`config.mk`:
```
export PLATFORM = sky130hd
export DESIGN_NAME = bwct_ram
export DESIGN_NICKNAME = d
export VERILOG_FILES = /design/src/hw/rtl/bwct_ram.sv
export SDC_FILE = /design/constraint.sdc
export NUM_CORES = 1
export LEC_CHECK = 0
export BUFFER_PORTS_ARGS = -buffer_cell sky130_fd_sc_hd__buf_2
export CAP_MARGIN = 20
export CORE_AREA = 2 2 134 136
export DETAILED_ROUTE_END_ITERATION = 6
export DIE_AREA = 0 0 136 138
export GPL_ROUTABILITY_DRIVEN = 0
export SYNTH_ARGS = -nofsm -noshare
export SYNTH_HDL_FRONTEND = slang
export SYNTH_SLANG_ARGS = --single-unit
```
`constraint.sdc`:
```
create_clock -name clk -period 1.4 [get_ports clk]
set_input_delay 0.07 -clock clk [delete_from_list [all_inputs] [get_ports clk]]
set_output_delay 0.07 -clock clk [all_outputs]
set_load 0.01 [all_outputs]
```
`src/hw/rtl/bwct_ram.sv`:
```
// bwct_ram: generic single write port, single read port ram with registered read
// no dependencies
module bwct_ram #(
	parameter int unsigned WIDTH = 8,
	parameter int unsigned DEPTH = 16
) (
	input  logic                     clk,
	input  logic                     we,
	input  logic [$clog2(DEPTH)-1:0] waddr,
	input  logic [WIDTH-1:0]         wdata,
	input  logic [$clog2(DEPTH)-1:0] raddr,
	output logic [WIDTH-1:0]         rdata
);

	logic [WIDTH-1:0] mem [DEPTH];

	// write port
	always_ff @(posedge clk) begin
		if (we) begin
			mem[waddr] <= wdata;
		end
	end

	// registered read port
	always_ff @(posedge clk) begin
		rdata <= mem[raddr];
	end

endmodule

```
# ---- Word-level counts from Yosys, hierarchy flattened
# Memory sizes are Yosys's and may differ from the RTL's. A register that Yosys moved wholly into a read port is not among the register bits.
# Index checks and enable logic that the tools add are counted.
dict set report op_classes {
  addsub 0
  order_cmp 0
  n_shift 0
  n_eq_ne 0
  mux 2
  div 0
  multipliers 0
  n_bitwise 0
  n_reduce_logical 0
}
# operator n
set op_table {}
lappend op_table {{two-way mux 1 bit} 2}
dict set report totals {
  out_inout_bits 8
  in_bits 18
  memories 1
  rom_bits 0
  ram_bits 128
  latchBits 0
  reg_bits 0
  elab_cells 3
}
# memory depth width read_ports rd_ports_with_merged_regs wr line_no
set mem_list {}
lappend mem_list {mem 16 8 1 1 1 15} ;# logic [WIDTH-1:0] mem [DEPTH];

# ---- Logic depth before layout (Yosys ltp)
# Gate-level depths: netlist of the first run.
dict set report logic_depth {
  ltp_word 2
  depth_mapped 5
  ltp_nobuf 3
}

# ---- Worst setup path before layout of the first run
# OpenSTA, ideal clock, no wires.
dict set report synth_timing {
  path_kind {input port to flip-flop}
  startpoint {in waddr[2]}
  endpoint {mem mem[0][0] (enable)}
  arrival_time_ns 1.180
  required_time_ns 1.017
  setup_time_ns 0.383
  cell_stages 2
  setup_slack_ns -0.163
  n_path_buf 0
  path_cell_list {or3b_2 -> nor3_1}
}
# element line_no
set synth_rtl {}
lappend synth_rtl {{start, declared} 9} ;# input logic [$clog2(DEPTH)-1:0] waddr,
lappend synth_rtl {{end, declared} 15}
# Straight into the memory's write port.

==> flow_metrics.tcl, run 1 <==
set metrics [dict create \
    outcome "finished clean" \
    fin_area_mm2 0.006325 \
    die_area_mm2 0.01877 \
    total_leakage_power_nw 2.131 \
    vias 2447 \
    drtAntennaViolNets 0 \
    rr_worst_depth 3 \
    switchingPower_mw 1.821 \
    required_ps 1690 \
    wirelength_mm 9.931 \
    syn2layout_area_growth_pct 22.87 \
    ys_ff_latch 136 \
    core.rowCount 49 \
    synthTopCellsByArea "edfxtp_1 (75%), mux4_2 (7.9%), mux4_1 (7.1%)" \
    synth_xor_area_share_pct 0 \
    grt_usage_pct 11.66 \
    worstSkewPairLatency_ps 410 \
    final.setup_skew_ps 6.398 \
    root_buffer "clkbuf_16" \
    antenna_cells 0 \
    synthDominantAreaCellType "edfxtp_1" \
    hold_violations 0 \
    grt_max_degree 20 \
    layout.nets 308 \
    synth_edf_count 128 \
    crit_fanout 1 \
    via_per_inst 4.600 \
    p_seq_share_pct 49.0 \
    synthAdderAreaFrac_pct 0 \
    drcViolationCount 0 \
    clk_pin_slew_ps 60 \
    finalCritPeriodShare_pct 94.33 \
    slew_viol_final 0 \
    cts_tree "built" \
    min_path_cells 1 \
    ioPinCount 26 \
    syn-num-nets 247 \
    crit_start "mem[0][0]" \
    switching_share_pct 19.45 \
    drtIter0Drc 317 \
    synth.most_common_cell "edfxtp_1" \
    powerDensity_mw_per_mm2 1480 \
    initial_core_util_pct 29.36 \
    die_w_um 136 \
    globalRoute.totalOverflow 0 \
    pwr-share-clk_pct 46.1 \
    p_comb_share_pct 4.9 \
    cp.arrival_ps 1610 \
    fp.dieH_um 138 \
    syn_area_per_cell_um2 22.48 \
    drv_cap 0 \
    startpoint_type "flop" \
    drive_gt1_share_pct 32.67 \
    instances_no_fill 532 \
    ir_drop_mv 0.9285 \
    place_inst 500 \
    cts_num_sinks 136 \
    wl_per_cell_um 18.67 \
    rsz0062_at_grt "false" \
    placed_cell_area_mm2 0.005743 \
    finalPower_mw 9.361 \
    synth_top_area_share_pct 74.67 \
    ys_dominant_reg_cell "edfxtp_1" \
    grt_pass1_wl_mm 15.67 \
    hold_class "input pin to flop" \
    core_mm2 0.01753 \
    tightest_slew_ps 794.4 \
    portBuffers 25 \
    finalCriticalPeriod_ps 1321 \
    setup_viol 0 \
    synthCells 229 \
    internal_power_mw 7.540 \
    synth_common_cells "edfxtp_1 (128), mux4_2 (18), a22oi_1 (16)" \
    antenna_found_initial 0 \
    cts_buffer_depth 2 \
    muxShareOfSynthArea_pct 15.02 \
    cp-end-kind "flop" \
    synth.distinct_cells 19 \
    synth_area_mm2 0.005147 \
    synth-simple-area-share_pct 3.184 \
    cts_buffers 17 \
    synth_top_family_by_area "multiplexers" \
    critPathKind "flop to flop" \
    grt_pass1_vias 2678 \
    htree_levels 4 \
    setup_tns_ps 0 \
    fin_hold_ws_ps 42.55 \
    worstHoldStart "wdata[5]" \
    slew_headroom_pct 46.93 \
    synth_compound_area_share_pct 2.333 \
    dp_hpwl_mm 6.626 \
    r2r_start "mem[0][0]" \
    drt-pass1-iter-count 4 \
    fmax_ghz 0.7572 \
    synth.yosys.seq_area_share_pct 77.78 \
    async_flop_share_pct 0 \
    yosys_warnings 0 \
]
==> sequential cells by signal, summed over array words and instances (netlist names) <==
| name | count |
|---|---|
| mem | 128 |
| rdata | 8 |
==> worst paths after layout <==
path,slack (ps),to
max reg2reg,80,rdata[0]
max,80,rdata[0]
min reg2reg,680,rdata[5]
min,40,mem[6][5]
==> power groups by stage <==
stage	clock network (mW)	registers [mW]	logic, mW
final	4.31	4.59	0.461
after global routing	4.59	4.59	0.506
after CTS	4.39	4.59	0.467
after detailed placement	0	4.67	0.466
after global placement	0	4.67	0.456
after floorplan	0	4.67	0.231
==> cell usage in the layout, fill, tap and decap left out, drive strengths merged, types with 2 or more instances in the layout <==
| cell type | count |
|---|---|
| nand2 | 9 |
| nor2 | 13 |
| a22oi | 16 |
| nand3b | 2 |
| clkinvlp | 2 |
| dfxtp | 8 |
| mux4 | 32 |
| bufinv | 3 |
| clkbuf | 22 |
| buf | 52 |
| nor3 | 4 |
| nand2b | 2 |
| edfxtp | 128 |
| clkinv | 5 |
==> critical path, cell delays in order (launching register included) <==
cell      delay [ps]
edfxtp_1         360
mux4_1           480
a22oi_1          260
nand2_1          100
==> stage by stage <==
step / util [%] / worst slack, ps
5_1_grt: 36.07 / 4.911
6_report: 36.07 / 79.31
3_5_place_dp: 32.75 / -103.8
3_3_place_gp: 32.75 / -104.1
2_1_floorplan: - / 63.85
4_1_cts: 36.01 / 42.13
==> cell families after synthesis <==
family | count (synthesis)
AO/OA/AOI/OAI | 16
AND/OR/NAND/NOR | 35
buffers and inverters | 10
multiplexers | 32
flip-flops | 136
==> metal layers <==
metal / share of wire (%) / up-vias / global-route usage (%)
li1: - / 1094 / -
met1: 45 / 1274 / 16.54
met2: 47 / 70 / 16.69
met3: 6.6 / 9 / 3.997
met4: 0.79 / 0 / 4.221
met5: 0 / - / 0
==> layout make-up <==
cell class                 count  area [um2]
clock buffer                  22       444.2
clock inverter                10       127.6
fill                        1668       11210
multi-input combinational     83        1072
sequential                   136        4004
tap                          229       286.5
timing repair buffer          52       390.4
==> timing repair <==
action	4_1_cts	5_1_grt
resized for setup	0	2
endpoints found under the setup margin	0	2
hold buffers	0	0
buffers inserted	0	0
No activity file was read; power rests on OpenSTA's default activity.
==> inputs of run 2 (changes only) <==
==> constraint.sdc (replaced) <==
create_clock -name clk -period 1.3 [get_ports clk]
set_input_delay 0.065 -clock clk [delete_from_list [all_inputs] [get_ports clk]]
set_output_delay 0.065 -clock clk [all_outputs]
set_load 0.01 [all_outputs]
==> run 2 against run 1 <==
First-iteration DRC count fell by 27%. Critical path depth did not move. Die area unchanged. Design area is 0.38% higher. Clock power increased by 12%. Cell count decreased by 0.75%. Sequential cell count stayed put. Total power rose by 9.9%. Highest routed layer unchanged. Combinational power grew 12%. Sequential power grew 7.6%. Clock-buffer cell count down 2.
==> flow_metrics.tcl, run 2 (synthesis gave the netlist of run 1 again) <==
set metrics [dict create \
    ioPinCount 26 \
    drcViolationCount 0 \
    layout_common_cells "edfxtp_1 (128), mux4_2 (26), buf_2 (25)" \
    hold_class "input pin to flop" \
    cp_cell_sequence "mux4_1 -> a22oi_2 -> nand2_1" \
    worstSkewPairLatency_ps 420 \
    globalRoute.totalOverflow 0 \
    finalCritPeriodShare_pct 97.45 \
    htree_levels 4 \
    tightest_slew_ps 863.2 \
    slew_headroom_pct 42.33 \
    syn2layout_area_growth_pct 23.33 \
    path_buf_inv 0 \
    crit_fanout 1 \
    largest_reg_flops 128 \
    worst_path_max_delay_cell "mux4_1" \
    portBuffers 25 \
    fp.dieH_um 138 \
    critPathKind "flop to flop" \
    antenna_found_initial 0 \
    powerDensity_mw_per_mm2 1620 \
    cp-end-kind "flop" \
    cts_tree "built" \
    hold_violations 0 \
    cp.arrival_ps 1580 \
    via_per_inst 4.587 \
    initial_core_util_pct 29.36 \
    grt_pass1_vias 2604 \
    crit_family "multiplexers" \
    fin_area_mm2 0.006349 \
    finalPower_mw 10.28 \
    grt_max_degree 26 \
    r2r_slack_ps 30 \
    cts_setup_buffers 0 \
    placed_cell_area_mm2 0.005753 \
    wl_per_cell_um 19.38 \
    die_area_mm2 0.01877 \
    clk_pin_slew_ps 60 \
    grt_usage_pct 11.87 \
    top_register "mem" \
    final.setup_skew_ps 7.380 \
    startpoint_type "flop" \
    setup_viol 0 \
    cts-hold-fix-buffers 0 \
    drtIter0Drc 230 \
    cts_buffer_depth 2 \
    fin_hold_ws_ps 29.25 \
    core.rowCount 49 \
    antenna_cells 0 \
    wirelength_mm 10.24 \
    cts_buffers 17 \
    instances_no_fill 528 \
    drv_cap 0 \
    core_mm2 0.01753 \
    dp_hpwl_mm 6.639 \
    die_w_um 136 \
    grt_pass1_wl_mm 15.77 \
    final_common_cell "edfxtp_1" \
    dpl_worst_slack_ps -204.8 \
    drtAntennaViolNets 0 \
    drive_gt1_share_pct 36.79 \
    slew_viol_final 0 \
    vias 2422 \
    reg_top3 "mem (128), rdata (8)" \
    n_fill_cell 1684 \
    drt-pass1-iter-count 4 \
    cts_num_sinks 136 \
    place_inst 498 \
    cpPeakStageDelay_ps 530 \
    total_leakage_power_nw 2.111 \
    root_buffer "clkbuf_16" \
    required_ps 1610 \
    layout.nets 306 \
    fmax_ghz 0.7894 \
    outcome "finished clean" \
    fin_ws_ps 33.14 \
    ir_drop_mv 0.9173 \
    rsz0062_at_grt "true" \
    finalCriticalPeriod_ps 1267 \
]
==> run 2: cell count changes in the layout (fill, tap and decap cells not counted), sizes merged <==
cell      delta
buf          -2
clkbuf       -2
bufinv       +1
clkinvlp     -1
==> run 2: what timing repair did <==
| action | in CTS | in global routing |
|---|---|---|
| pin swaps | 1 | 5 |
| setup endpoints to repair | 6 | 7 |
| resized for setup | 6 | 9 |
==> run 2: worst register-to-register path: stages (launching register included) <==
cell and delay [ps]:
edfxtp_1 350, mux4_1 530, a22oi_2 210, nand2_1 70
==> run 2: metrics by stage <==
stage	util (%)	setup TNS, ps
floorplan	-	-863.0
global placement	32.81	-1222
detailed placement	32.81	-1536
CTS	36.25	0
global route	36.21	-78.29
finish	36.21	0
==> run 2: metal layers <==
| metal | global-route usage (%) | part of all wire, % | wire length (um) | vias to the layer above |
|---|---|---|---|---|
| met5 | 0 | 0 | 0 | - |
| li1 | - | - | - | 1080 |
| met3 | 3.740 | 4.6 | 471 | 20 |
| met1 | 16.24 | 47 | 4815 | 1262 |
| met2 | 17.38 | 47 | 4764 | 60 |
| met4 | 5.263 | 1.8 | 184 | 0 |
==> run 2: path summary, 6_finish.rpt <==
path	startpoint	to	depth (start not counted)
worst max-delay path	mem[1][1]	rdata[1]	3
worst min-delay path	wdata[1]	mem[13][1]	1
worst max register to register	mem[1][1]	rdata[1]	3
worst min register to register	mem[11][3]	rdata[3]	3
==> run 2: final cells by class <==
cell class | count | area, um2 | share of cell area [%]
clock buffers | 20 | 436.7 | 6.878
clock inverters | 10 | 153.9 | 2.424
multi-input cells | 83 | 1067 | 16.81
flip-flops and latches | 136 | 4004 | 63.07
well taps | 229 | 286.5 | 4.513
repair buffers | 50 | 400.4 | 6.307
==> run 2: power breakdown <==
| part | switching, mW | internal (mW) | total, mW |
|---|---|---|---|
| Sequential | 0.0351 | 4.91 | 4.94 |
| Clock | 1.66 | 3.16 | 4.83 |
| Combinational | 0.279 | 0.238 | 0.518 |
